[src/stscu_pkg.sv]
package stscu_pkg;

    localparam int TABLE_ENTRIES_DEF = 1024;

    localparam int ELEM_W   = 32;
    localparam int SUM_W    = 48;
    localparam int COUNT_W  = 20;
    localparam logic [COUNT_W-1:0] COUNT_MAX = {COUNT_W{1'b1}};

    // Multiplicative hash constant, split into its 32-bit halves.
    localparam logic [31:0] HASH_MUL_LO = 32'h7F4A7C15;
    localparam logic [31:0] HASH_MUL_HI = 32'h9E3779B9;

    // One classified element on its way from the front end to the back end.
    typedef struct packed {
        logic [SUM_W-1:0] prefix;
        logic [SUM_W-1:0] want;
        logic             want_ok;
        logic             equal_target;
        logic             over;
        logic             last;
    } q_entry_t;

    typedef struct packed {
        logic clearing;
    } back_status_t;

endpackage

[src/stscu_fifo.sv]
module stscu_fifo
    import stscu_pkg::*;
    (
        input  logic     clk,
        input  logic     rst_n,
        input  logic     push,
        input  q_entry_t push_data,
        output logic     full,
        input  logic     pop,
        output q_entry_t pop_data,
        output logic     empty
    );

    // Two-entry queue between the front end and the back end.
    q_entry_t   slot_reg [2];
    logic       wr_ptr_reg;
    logic       rd_ptr_reg;
    logic [1:0] fill_reg;

    assign full     = (fill_reg == 2'd2);
    assign empty    = (fill_reg == 2'd0);
    assign pop_data = slot_reg[rd_ptr_reg];

    always_ff @(posedge clk or negedge rst_n)
    begin
        if (!rst_n)
        begin
            wr_ptr_reg <= 1'b0;
            rd_ptr_reg <= 1'b0;
            fill_reg   <= 2'd0;
        end
        else
        begin
            if (push)
            begin
                wr_ptr_reg <= ~wr_ptr_reg;
            end
            if (pop)
            begin
                rd_ptr_reg <= ~rd_ptr_reg;
            end
            if (push && !pop)
            begin
                fill_reg <= fill_reg + 2'd1;
            end
            else if (pop && !push)
            begin
                fill_reg <= fill_reg - 2'd1;
            end
        end
    end

    always_ff @(posedge clk)
    begin
        if (push)
        begin
            slot_reg[wr_ptr_reg] <= push_data;
        end
    end

endmodule

[config.mk]
export PLATFORM = sky130hd
export DESIGN_NAME = stscu_fifo
export DESIGN_NICKNAME = d
export VERILOG_FILES = /design/src/stscu_pkg.sv /design/src/stscu_fifo.sv
export SDC_FILE = /design/constraint.sdc
export NUM_CORES = 1
export LEC_CHECK = 0
export ABC_AREA = 1
export BUFFER_PORTS_ARGS = -buffer_cell sky130_fd_sc_hd__buf_2
export CELL_PAD_IN_SITES_DETAIL_PLACEMENT = 1
export CELL_PAD_IN_SITES_GLOBAL_PLACEMENT = 1
export CORE_UTILIZATION = 45
export DETAILED_ROUTE_END_ITERATION = 8
export GPL_TIMING_DRIVEN = 0
export HOLD_SLACK_MARGIN = 0.15
export PLACE_DENSITY = 0.79
export SYNTH_ARGS = -nofsm -noshare
export SYNTH_HDL_FRONTEND = slang
export SYNTH_SLANG_ARGS = --single-unit
[constraint.sdc]
create_clock -name clk -period 6 [get_ports clk]
set_clock_uncertainty 0.05 [all_clocks]
set_input_delay 0.6 -clock clk [delete_from_list [all_inputs] [get_ports clk]]
set_output_delay 0.6 -clock clk [all_outputs]
set_load 0.03 [all_outputs]
---- After elaboration in Yosys (flattened, before gate mapping) ----
Memory sizes are Yosys's and may differ from the RTL's.
Cells that the tools add are included.
W data, S select, Z words.
operators by class
  eq/ne operators ......................... 1
  bitwise operators ....................... 2
  reduce and logical (&&, ||, !) cells .... 6
  $add $sub $neg .......................... 2
  muxes and demuxes ....................... 4
operators by type and width
  kind                   count
  $mux W2                2
  $add A2 B1 Y2 const B  1
  $eq A2 B2 Y1 const B   1
  $logic_and A1 B1 Y1    2
  $logic_not A1 Y1       2
  $logic_not A2 Y1       1
  $mux W1                2
  $not A1 Y1             2
  $reduce_bool A2 Y1     1
  $sub A2 B1 Y2 const B  1
word-level totals
  register bits ........................... 4
  memories ................................ 1
  memory bits (writable) .................. 200
  logic and storage cells ................. 19
memories
  memory    depth  bits a word  read ports  clocked after Yosys merged registers in  write ports  RTL line          text
  slot_reg  2      100          1           0                                        1            stscu_fifo.sv:15  q_entry_t slot_reg [2];

---- Logic depth before layout (Yosys ltp) ----
  word-level depth ........................ 4
  gate-level depth with buffers ........... 7

---- Worst setup path before layout ----
No wires, ideal clock.
  kind .................................... input-to-reg
  start point ............................. input push
  end point ............................... memory slot_reg[0][0] (netlist name) (enable)
  data arrival time ....................... 4.826 ns
  path slack .............................. 0.562 ns
  library setup time ...................... 0.562 ns
  path buffers ............................ 0
  cell stages on the path ................. 2
  cell sequence ........................... inv_1 -> nor2_1
on the way
  word-level cells in the longest chain between the ends .. 2
ends and longest elaborated chain
  what                           RTL line          text
  start: declaration             stscu_fifo.sv:6   input logic push,
  $mux W1                        stscu_fifo.sv:55  if (push)
  $mux W1 (implied by the code)  stscu_fifo.sv:57  slot_reg[wr_ptr_reg] <= push_data;
  end: declaration               stscu_fifo.sv:15
No other way between the ends.

==> flow_summary.yaml <==
detailed_routing:
  dr.pass1.iters: 4
  post-route-drc-count: 0
  drtIter0Drc: 148
  route.detailed.vias_per_inst: 4.771
  detail-route-antenna-nets: 0
  num_vias: 3836
  avgRoutedWirePerCell_um: 19.16
  route.final.wire_length_um: 15400
logic_synthesis:
  yosysWarningCount: 0
  synth_nets: 441
  avgSynthCellArea_um2: 23.43
  ys_ff_latch: 204
  synth_top_area_share_pct: 76.29
  number_of_enable_flip_flop_cells_after_synthesis: 200
  synth_cell_type_count: 15
  syn_inst: 336
  netlist_top_cells_area: "sky130_fd_sc_hd__edfxtp_1 76%, sky130_fd_sc_hd__mux2_4 17%, sky130_fd_sc_hd__buf_12 2.3%"
  seq_area_frac_synth_pct: 77.56
  syn-cell-area_um2: 7873
  synth-async-reset-ratio_pct: 1.961
  most_used_standard_cells_in_the_synthesized_netlist: "200 x sky130_fd_sc_hd__edfxtp_1, 90 x sky130_fd_sc_hd__mux2_4, 10 x sky130_fd_sc_hd__mux2_2"
  ys_dominant_reg_cell: "sky130_fd_sc_hd__edfxtp_1"
  yosys.area.top_type: "sky130_fd_sc_hd__edfxtp_1"
  yosysMostFrequentCell: "sky130_fd_sc_hd__edfxtp_1"
timing:
  timing_worst_slew_pin_value_ns: 0.6915
  final_period_minus_worst_setup_slack_ns: 2.439
  rsz0062_at_grt: "no"
  max-slew-margin-rel_pct: 53.90
  fmax_mhz: 410.0
  setup_violations: 0
  finalHoldViolations: 0
  aggregate_negative_setup_slack_ns: 0
  drv_slew: 0
  min_period_over_period_pct: 40.65
clock_network:
  numClockSinks: 204
  clock_insertion_delay_worst_skew_ns: 0.47
  cts.clk_slew.worst_paths_ns: 0.06
  number_of_levels_in_the_clock_h_tree: 1
  cts_tree: "yes"
  post_cts_resized: 0
  cts-root-buf: "sky130_fd_sc_hd__clkbuf_16"
  post-cts-setup-buffers: 0
  cts_buffers: 21
  clock_tree.buffer_depth: 3
floorplan:
  boundaryPins: 206
  core_region_area_um2: 16820
  fp.dieH_um: 134.3
  placement_rows: 47
  floorplan.die.width_um: 134.3
  start_util_pct: 46.81
  fp.dieArea_um2: 18030
critical_path:
  cp_data_arrival_time_ns: 1.79
  required_ns: 5.35
  kind_of_start_point_of_the_critical_path: "register"
  timing.critical_path.to_type: "output port"
  worstSetupPathType: "register to output port"
  r2r.worst_path.cells: 3
  critPathMaxFanout: 10
grt:
  grt.total_usage_pct: 16.86
  vias_in_the_first_global_route: 4322
  pin_count_of_the_biggest_net_entering_global_routing: 52
  overflow: 0
  antenna_found_initial: 1
  global_route_wire_length_before_repair_um: 22980
layout:
  nFillCells: 1539
  layout.cells.non_filler: 804
  area.growth.synth_to_final_pct: 25.52
  finish.instance_area_um2: 9882
  max_ffs_per_register: 200
  finalNetCount: 674
  final_layout_size_suffix_gt1_share_pct: 59.52
  post-route-util_pct: 58.76
place:
  gpl.final_weighted_congestion: 0.7112
  io_buffer_count: 205
  dp.final_hpwl_um: 10760
  dpl.cell_count: 765
  placedInstanceArea_um2: 9279
worst_hold_path:
  hold_class: "input port to register"
  worstHoldPathCells: 1
power:
  power.leakage_nw: 4.018
  p_int_mw: 3.379
  power_switching_share_pct: 34.32
  power.density_nw_per_um2: 520.6
  power.net_switching_mw: 1.766
  clkPwrFrac_pct: 21.8
  irDropWorstVdd_mv: 0.3226
  share_seq_of_total_power_pct: 38.4
  share_comb_of_total_power_pct: 39.8
flow_run:
  max-cap-violations: 0
run_status:
  run_status: "finished clean"
-- final timing paths --
path / slack [ns] / end / startpoint
setup / recovery: 3.56 / pop_data[36] / rd_ptr_reg$_DFFE_PN0P_
max in group asynchronous: 5.35 / fill_reg[0]$_DFFE_PN0P_ / rst_n
hold / removal: 0.26 / slot_reg[1][8]$_DFFE_PP_ / push_data[8]
hold reg to reg: 0.51 / fill_reg[1]$_DFFE_PN0P_ / fill_reg[1]$_DFFE_PN0P_
setup reg to reg: 4.16 / slot_reg[0][19]$_DFFE_PP_ / wr_ptr_reg$_DFFE_PN0P_
min in group asynchronous: 0.41 / fill_reg[1]$_DFFE_PN0P_ / rst_n
-- power by group through the flow --
stage	sequential, mW	combinational (mW)	clock [mW]
detailed placement	2.00	2.08	0
finish	1.97	2.05	1.12
floorplan	2.01	1.56	0
CTS	1.98	2.09	1.16
global placement	2.03	1.99	0
global route	2.00	2.16	1.19
-- placed cells by master (no fill, tap or decap) --
| cell type | synthesis | routed |
|---|---|---|
| sky130_fd_sc_hd__xnor2_1 | 1 | 1 |
| sky130_fd_sc_hd__dfrtp_1 | 4 | 4 |
| sky130_fd_sc_hd__nand4_1 | 1 | 1 |
| sky130_fd_sc_hd__nand2_1 | 5 | 5 |
| sky130_fd_sc_hd__inv_1 | 7 | 6 |
| sky130_fd_sc_hd__ha_1 | 1 | 1 |
| sky130_fd_sc_hd__buf_6 | 1 | 1 |
| sky130_fd_sc_hd__buf_16 | 0 | 2 |
| sky130_fd_sc_hd__nor2_4 | 0 | 1 |
| sky130_fd_sc_hd__nor2_1 | 3 | 2 |
| sky130_fd_sc_hd__edfxtp_1 | 200 | 200 |
| sky130_fd_sc_hd__clkbuf_1 | 0 | 6 |
| sky130_fd_sc_hd__clkbuf_16 | 0 | 21 |
| sky130_fd_sc_hd__clkinv_2 | 0 | 4 |
| sky130_fd_sc_hd__inv_4 | 0 | 1 |
| sky130_fd_sc_hd__mux2_4 | 90 | 90 |
| sky130_fd_sc_hd__mux2_2 | 10 | 10 |
| sky130_fd_sc_hd__clkinv_1 | 0 | 6 |
| sky130_fd_sc_hd__nand3_1 | 1 | 1 |
| sky130_fd_sc_hd__diode_2 | 0 | 1 |
| sky130_fd_sc_hd__dlygate4sd3_1 | 0 | 1 |
| sky130_fd_sc_hd__buf_12 | 9 | 11 |
| sky130_fd_sc_hd__xor2_1 | 2 | 2 |
| sky130_fd_sc_hd__buf_2 | 1 | 206 |
-- cell families (layout without fill, tap and decap cells) --
family	after synthesis	count (layout)	share of synthesized area [%]
AND/OR/NAND/NOR	10	10	0.5245
buffers and inverters	18	265	2.829
XOR/XNOR	3	3	0.3338
other	0	1	0
multiplexers	100	100	18.60
flip-flops	204	204	77.56
adder cells (fa/ha/maj)	1	1	0.1589
-- critical path, cell delays in order (launching register included) --
cell	delay, ns
sky130_fd_sc_hd__dfrtp_1	0.36
sky130_fd_sc_hd__buf_6	0.26
sky130_fd_sc_hd__buf_12	0.19
sky130_fd_sc_hd__mux2_4	0.30
sky130_fd_sc_hd__buf_2	0.19
-- layer usage --
| layer | global-route usage [%] | share of wire, % |
|---|---|---|
| met1 | 18.51 | 37 |
| met2 | 31.49 | 54 |
| met3 | 5.404 | 7.6 |
| met4 | 3.870 | 1.7 |
| met5 | 0 | 0 |
-- through the flow --
step | hold WS [ns] | total power [mW] | setup WS [ns]
5_1_grt | 0.2398 | 5.347 | 3.480
4_1_cts | 0.2362 | 5.225 | 3.519
3_5_place_dp | 0.3694 | 4.083 | 3.783
3_3_place_gp | 0.3631 | 4.025 | -1.730
6_report | 0.2603 | 5.144 | 3.561
2_1_floorplan | 0.2544 | 3.570 | 0.5618
-- layout make-up --
type / instances / area (µm²) / share of cell area [%]
clock inverter: 10 / 42.54 / 0.4305
antenna: 1 / 2.502 / 0.02532
buffer: 11 / 196.4 / 1.988
tap: 220 / 275.3 / 2.786
sequential: 204 / 6106 / 61.79
inverter: 7 / 28.78 / 0.2912
clock buffer: 27 / 548.0 / 5.546
multi-input combinational: 114 / 1551 / 15.70
timing repair buffer: 210 / 1131 / 11.45
-- repair_timing --
action / CTS / global route
endpoints found under the hold margin: 4 / 0
hold buffers: 1 / 0
setup endpoints to repair: 0 / 0
(Power assumes the default switching activity.)
