### src/stscu_pkg.sv
package stscu_pkg;

    localparam int TABLE_ENTRIES_DEF = 1024;

    localparam int ELEM_W   = 32;
    localparam int SUM_W    = 48;
    localparam int COUNT_W  = 20;
    localparam logic [COUNT_W-1:0] COUNT_MAX = {COUNT_W{1'b1}};

    // Multiplicative hash constant, split into its 32-bit halves.
    localparam logic [31:0] HASH_MUL_LO = 32'h7F4A7C15;
    localparam logic [31:0] HASH_MUL_HI = 32'h9E3779B9;

    // One classified element on its way from the front end to the back end.
    typedef struct packed {
        logic [SUM_W-1:0] prefix;
        logic [SUM_W-1:0] want;
        logic             want_ok;
        logic             equal_target;
        logic             over;
        logic             last;
    } q_entry_t;

    typedef struct packed {
        logic clearing;
    } back_status_t;

endpackage

### src/stscu_front.sv
module stscu_front
    import stscu_pkg::*;
    #(
        parameter int TABLE_ENTRIES = TABLE_ENTRIES_DEF
    )
    (
        input  logic                clk,
        input  logic                rst_n,
        input  logic                cfg_wr_en,
        input  logic [SUM_W-1:0]    cfg_wr_data,
        input  logic                in_valid,
        output logic                in_stall,
        input  logic [ELEM_W-1:0]   element_value,
        input  logic                last_element,
        input  back_status_t        back_status,
        output logic                q_push,
        output q_entry_t            q_data,
        input  logic                q_full
    );

    localparam int CNT_W = $clog2(TABLE_ENTRIES + 1);
    localparam logic [CNT_W-1:0] CAPACITY = CNT_W'(TABLE_ENTRIES);

    logic [SUM_W-1:0] target_reg;
    logic [SUM_W-1:0] prefix_reg;
    logic [CNT_W-1:0] seen_reg;
    logic             pend_valid_reg;
    logic [SUM_W-1:0] pend_prefix_reg;
    logic             pend_over_reg;
    logic             pend_last_reg;

    logic             accept;
    logic             over;
    logic [SUM_W-1:0] prefix_next;
    logic [SUM_W:0]   want_wide;

    assign q_push   = pend_valid_reg && !q_full;
    assign in_stall = (pend_valid_reg && q_full) || back_status.clearing;
    assign accept   = in_valid && !in_stall;
    assign over     = (seen_reg == CAPACITY);

    assign prefix_next = prefix_reg
        + {{(SUM_W-ELEM_W){element_value[ELEM_W-1]}}, element_value};

    // The difference needs one extra bit; it is a usable key only when it
    // fits back into the signed key width.
    assign want_wide = {pend_prefix_reg[SUM_W-1], pend_prefix_reg}
        - {target_reg[SUM_W-1], target_reg};

    always_comb
    begin
        q_data              = '0;
        q_data.prefix       = pend_prefix_reg;
        q_data.want         = want_wide[SUM_W-1:0];
        q_data.want_ok      = (want_wide[SUM_W] == want_wide[SUM_W-1]);
        q_data.equal_target = (want_wide == '0);
        q_data.over         = pend_over_reg;
        q_data.last         = pend_last_reg;
    end

    always_ff @(posedge clk or negedge rst_n)
    begin
        if (!rst_n)
        begin
            target_reg     <= '0;
            prefix_reg     <= '0;
            seen_reg       <= '0;
            pend_valid_reg <= 1'b0;
        end
        else
        begin
            if (cfg_wr_en)
            begin
                target_reg <= cfg_wr_data;
            end
            if (accept)
            begin
                pend_valid_reg <= 1'b1;
                if (last_element)
                begin
                    prefix_reg <= '0;
                    seen_reg   <= '0;
                end
                else if (!over)
                begin
                    prefix_reg <= prefix_next;
                    seen_reg   <= seen_reg + CNT_W'(1);
                end
            end
            else if (q_push)
            begin
                pend_valid_reg <= 1'b0;
            end
        end
    end

    always_ff @(posedge clk)
    begin
        if (accept)
        begin
            pend_prefix_reg <= prefix_next;
            pend_over_reg   <= over;
            pend_last_reg   <= last_element;
        end
    end

endmodule

### config.mk
export PLATFORM = sky130hd
export DESIGN_NAME = stscu_front
export DESIGN_NICKNAME = d
export VERILOG_FILES = /design/src/stscu_pkg.sv /design/src/stscu_front.sv
export SDC_FILE = /design/constraint.sdc
export NUM_CORES = 1
export LEC_CHECK = 0
export BUFFER_PORTS_ARGS = -buffer_cell sky130_fd_sc_hd__buf_2
export CORE_MARGIN = 2
export CORE_UTILIZATION = 52
export CTS_CLUSTER_SIZE = 12
export DETAILED_ROUTE_END_ITERATION = 7
export GPL_ROUTABILITY_DRIVEN = 0
export PLACE_DENSITY = 0.87
export RECOVER_POWER = 100
export SLEW_MARGIN = 20
export SYNTH_ARGS = -nofsm -noshare
export SYNTH_HDL_FRONTEND = slang
export SYNTH_SLANG_ARGS = --single-unit
### constraint.sdc
create_clock -name clk -period 3.2 [get_ports clk]
set_input_delay 0.32 -clock clk [delete_from_list [all_inputs] [get_ports clk]]
set_output_delay 0.32 -clock clk [all_outputs]
set_load 0.02 [all_outputs]
==> metrics.yaml, run 1 <==
place:
  port-buffer-count: 188
  hpwl_mm: 28.9
  dp_slack_ns: -0.839
synth:
  yosysSeqAreaShare: 0.374
  yosysTopAreaCell: "dfrtp_1"
  ys_top_cells_by_area: "dfrtp_1, edfxtp_1, ha_1"
  yosys_warnings: 0
  syn_area_per_cell_um2: 8.93
  synth_commonest_cells: "nand2_1, a21oi_1, dfrtp_1"
  ys.flop_type: "dfrtp_1"
  syn-num-nets: 1445
  synth_edf_count: 50
  yosysMostFrequentCell: "nand2_1"
  synth_cell_types: 70
  syn_inst: 1259
  synth_area_um2: 11200
  synth-async-reset-ratio: 0.684
  yosys.area.top_type_share: 0.240
  ys_seq_elements: 158
cts:
  cts_buffer_depth: 2
  cts_root_buffer: "clkbuf_16"
  htree_levels: 4
  cts_buffers: 17
  cts_sinks: 158
timing:
  worstEpCategory: "top-level output"
  crit_endpoint: "q_data[2]"
floorplan:
  num_rows: 53
  io_pins: 189
  start_util: 0.531
  dieHeight_um: 151
  die_x_um: 151
global_route:
  track_usage: 0.761
  grt-ovfl-total: 11
  grt_max_degree: 63
status:
  error_message: "[ERROR GRT-0232] Routing congestion too high. Check the congestion heatmap in the GUI."
  haltStage: "global routing (5_1_grt)"
  status: "aborted with a tool error"
==> per-layer routing <==
| layer | track usage | overflow |
|---|---|---|
| met4 | 0.740 | 5 |
| met2 | 0.883 | 6 |
| met1 | 0.741 | 0 |
| met3 | 0.687 | 0 |
| met5 | 0.420 | 0 |
==> logic make-up after synthesis <==
| family | Yosys count | share of synthesized area |
|---|---|---|
| AO/OA/AOI/OAI | 426 | 0.246 |
| XOR/XNOR | 90 | 0.0701 |
| adder cells (fa/ha/maj) | 99 | 0.112 |
| buffers and inverters | 138 | 0.0481 |
| flip-flops | 158 | 0.374 |
| multiplexers | 4 | 0.00367 |
| AND/OR/NAND/NOR | 344 | 0.147 |
==> repair_timing <==
action / 4_1_cts
resized for setup: 210
hold buffers: 1
pin swaps: 92
endpoints found under the setup margin: 63
endpoints found under the hold margin: 49
setup buffers: 36
==> stage by stage <==
| stage | utilization | setup TNS (ns) | cell area [um^2] | hold slack (ns) | std cells |
|---|---|---|---|---|---|
| 2_1_floorplan | - | -0.745 | 11300 | 0.0244 | 1259 |
| 3_3_place_gp | 0.702 | -6.31 | 14800 | 0.388 | 1988 |
| 3_5_place_dp | 0.702 | -9.66 | 14800 | 0.392 | 1988 |
| 4_1_cts | 0.787 | -9.93 | 16700 | 0.0695 | 2052 |
==> run 2: changes to the inputs <==
CORE_UTILIZATION = 40   (was 52)
CTS_CLUSTER_SIZE = not set   (was 12)
PLACE_DENSITY = not set   (was 0.87)
PLACE_DENSITY_LB_ADDON = 0.15   (was not set)
clock period = 4.16 ns   (was 3.2 ns; I/O delays follow)
==> run 2 against run 1 <==
Net effect: the flow now finishes, with violations (capacitance limit, slew limit, setup timing); synthesized cell count is the same; synthesized area did not move.
==> metrics.yaml, run 2 <==
power:
  p_switching_uw: 3240
  p_sw_frac: 0.440
  max-vdd-ir-drop_uv: 229
  intPower_uw: 4120
  power_density_nw_per_um2: 555
  power.leakage_uw: 0.00605
  p_clk_frac: 0.206
  combPwrFrac: 0.511
  seqPwrFrac: 0.283
floorplan:
  dieArea_um2: 29500
  start_util: 0.406
  core_area_um2: 27700
  dieHeight_um: 172
  num_rows: 61
  die_x_um: 172
  io_pins: 189
status:
  violations: "capacitance limit, slew limit, setup timing"
  status: "finished, violations left"
global_route:
  antenna_found_initial: 0
  first_global_vias: 9459
  grt_max_degree: 52
  grt_first_pass_wirelength_mm: 51.2
  track_usage: 0.225
  grt-ovfl-total: 0
synth:
  yosys_warnings: 0
  ys_seq_elements: 158
  yosysMostFrequentCell: "nand2_1"
  synth-async-reset-ratio: 0.684
  syn-num-nets: 1445
  ys_top_cells_by_area: "dfrtp_1, edfxtp_1, ha_1"
  synth_edf_count: 50
  synth_cell_types: 70
  yosysTopAreaCell: "dfrtp_1"
  yosysSeqAreaShare: 0.374
  yosys.area.top_type_share: 0.240
  ys.flop_type: "dfrtp_1"
  syn_inst: 1259
  synth_commonest_cells: "nand2_1, a21oi_1, dfrtp_1"
  synth_area_um2: 11200
  syn_area_per_cell_um2: 8.93
place:
  placed_area_um2: 12700
  hpwl_mm: 26.2
  port-buffer-count: 188
  dp_slack_ns: 0.00501
layout:
  area_growth_pct: 18.0
  drive_gt1_frac: 0.155
  fin_nets: 1631
  final_common_cell: "nand2_1"
  final_cell_mix: "nand2_1, buf_2, dfrtp_1"
  stdcell_area_um2: 13300
  seq_area_um2: 4200
  antenna_cells: 0
  multi_input_area_um2: 6620
  fillers: 2739
timing:
  setup_viol: 1
  period_share: 1.09
  slew_headroom: -0.444
  tightest_slew_ns: 2.17
  setup_ws_ns: -0.376
  rsz0062_at_grt: "true"
  slew_viol_final: 198
  tns_ns: -0.376
  final-hold-violation-count: 0
  period_needed_ns: 4.54
  fmax_ghz: 0.220
  fin_skew_ns: 0.0137
cts:
  insertion_delay_ns: 0.44
  cts_tree: "done"
  cts_buffer_depth: 2
  cts_sinks: 158
  path_clk_slew_ns: 0.07
  cts_buffers: 17
  htree_levels: 4
  cts_root_buffer: "clkbuf_16"
route:
  drt_iter0_drc: 650
  routed_wl_mm: 33.2
  antenna_left: 0
  drcViolationCount: 0
  wl_per_cell_um: 18.1
  vias: 10100
  vias_per_cell: 5.50
  dr.pass1.iters: 7
critical_path:
  criticalPathCategory: "register to output port"
  critPathMaxFanout: 2
  required_ns: 3.74
  crit_path_frequent_cell: "or4_4"
  crit_chain: "inv_1 -> ha_2 -> fa_1 -> inv_2 -> or4_4 -> or4_4 -> or4_4 -> nor4_4 -> and4_1 -> and4_1 -> nand4b_1 -> nor4_2 -> buf_2"
  r2r-start: "prefix_reg[0]"
  cp-start-kind: "register"
  end_kind: "output port"
  startpoint: "pend_prefix_reg[0]"
  cp.arrival_ns: 4.12
  cp_slowest_cell: "or4_4"
  slowest_delay_ns: 0.53
hold_path:
  min-delay-start: "cfg_wr_data[3]"
  min_path_type: "input pin to register"
run:
  maxCapViolCount: 5
-- run 2: cell counts after synthesis --
Identical to the previous run, type by type.
-- run 2: kinds of logic (layout without fill, tap and decap cells) --
logic type	after synthesis	in the layout	share of synthesized area
compound gates	426	426	0.246
simple gates	344	344	0.147
flops	158	158	0.374
buf+inv	138	337	0.0481
fa+ha+maj	99	99	0.112
xor+xnor	90	90	0.0701
mux	4	4	0.00367
-- run 2: cell type report --
type / count / share of cell area
Timing Repair Buffer: 226 / 0.0841
Tap cell: 378 / 0.0357
Clock buffer: 19 / 0.0342
Clock inverter: 13 / 0.00745
Sequential cell: 158 / 0.317
Multi-Input combinational cell: 963 / 0.499
Inverter: 79 / 0.0224
-- run 2: path summary, 6_finish.rpt --
check / to / slack [ns] / cells after the start
max: q_data[2] / -0.38 / 13
min: target_reg[3] / 0.18 / 3
max reg2reg: prefix_reg[46] / 0.31 / 13
min reg2reg: prefix_reg[33] / 0.48 / 2
max in group asynchronous: target_reg[27] / 1.08 / 3
min in group asynchronous: prefix_reg[9] / 1.13 / 2
-- run 2: power by group through the flow --
stage	Combinational, uW	Clock (uW)	Sequential, uW
2_1_floorplan	2460	0	2140
3_3_place_gp	3670	0	2110
3_5_place_dp	3680	0	2110
4_1_cts	3710	1560	2080
5_1_grt	4100	1610	2110
6_report	3760	1520	2080
-- run 2: critical path, delay by kind of cell, from the launching register on --
family,cells,cell delay (ns)
and+or+nand+nor,8,2.37
adders and majority gates,2,0.67
DFF,1,0.35
buffers and inverters,3,0.30
-- run 2: per-stage QoR --
stage                     total power, uW  std cells   util  hold slack [ns]
after floorplan                      4610       1259      -            0.120
after global placement               5780       1798  0.457            0.425
after detailed placement             5790       1798  0.457            0.427
after CTS                            7350       1831  0.478            0.160
after global routing                 7820       1836  0.479            0.175
final                                7360       1836  0.479            0.182
-- run 2: what timing repair did --
action / 4_1_cts / 5_1_grt
hold endpoints to repair: 33 / 0
pin swaps: 3 / 7
endpoints found under the setup margin: 2 / 5
resized for setup: 5 / 22
buffers inserted: 0 / 5
hold buffers: 1 / 0
cloned: 0 / 0
-- run 2: per-layer routing --
layer  vias up  share of wire  track usage
met5         -              0            0
met1      4780           0.48        0.323
li1       4970              -            -
met4         0          0.021       0.0667
met3        41          0.061       0.0350
met2       311           0.44        0.348
Note: power is estimated with default switching activity, not from simulation.
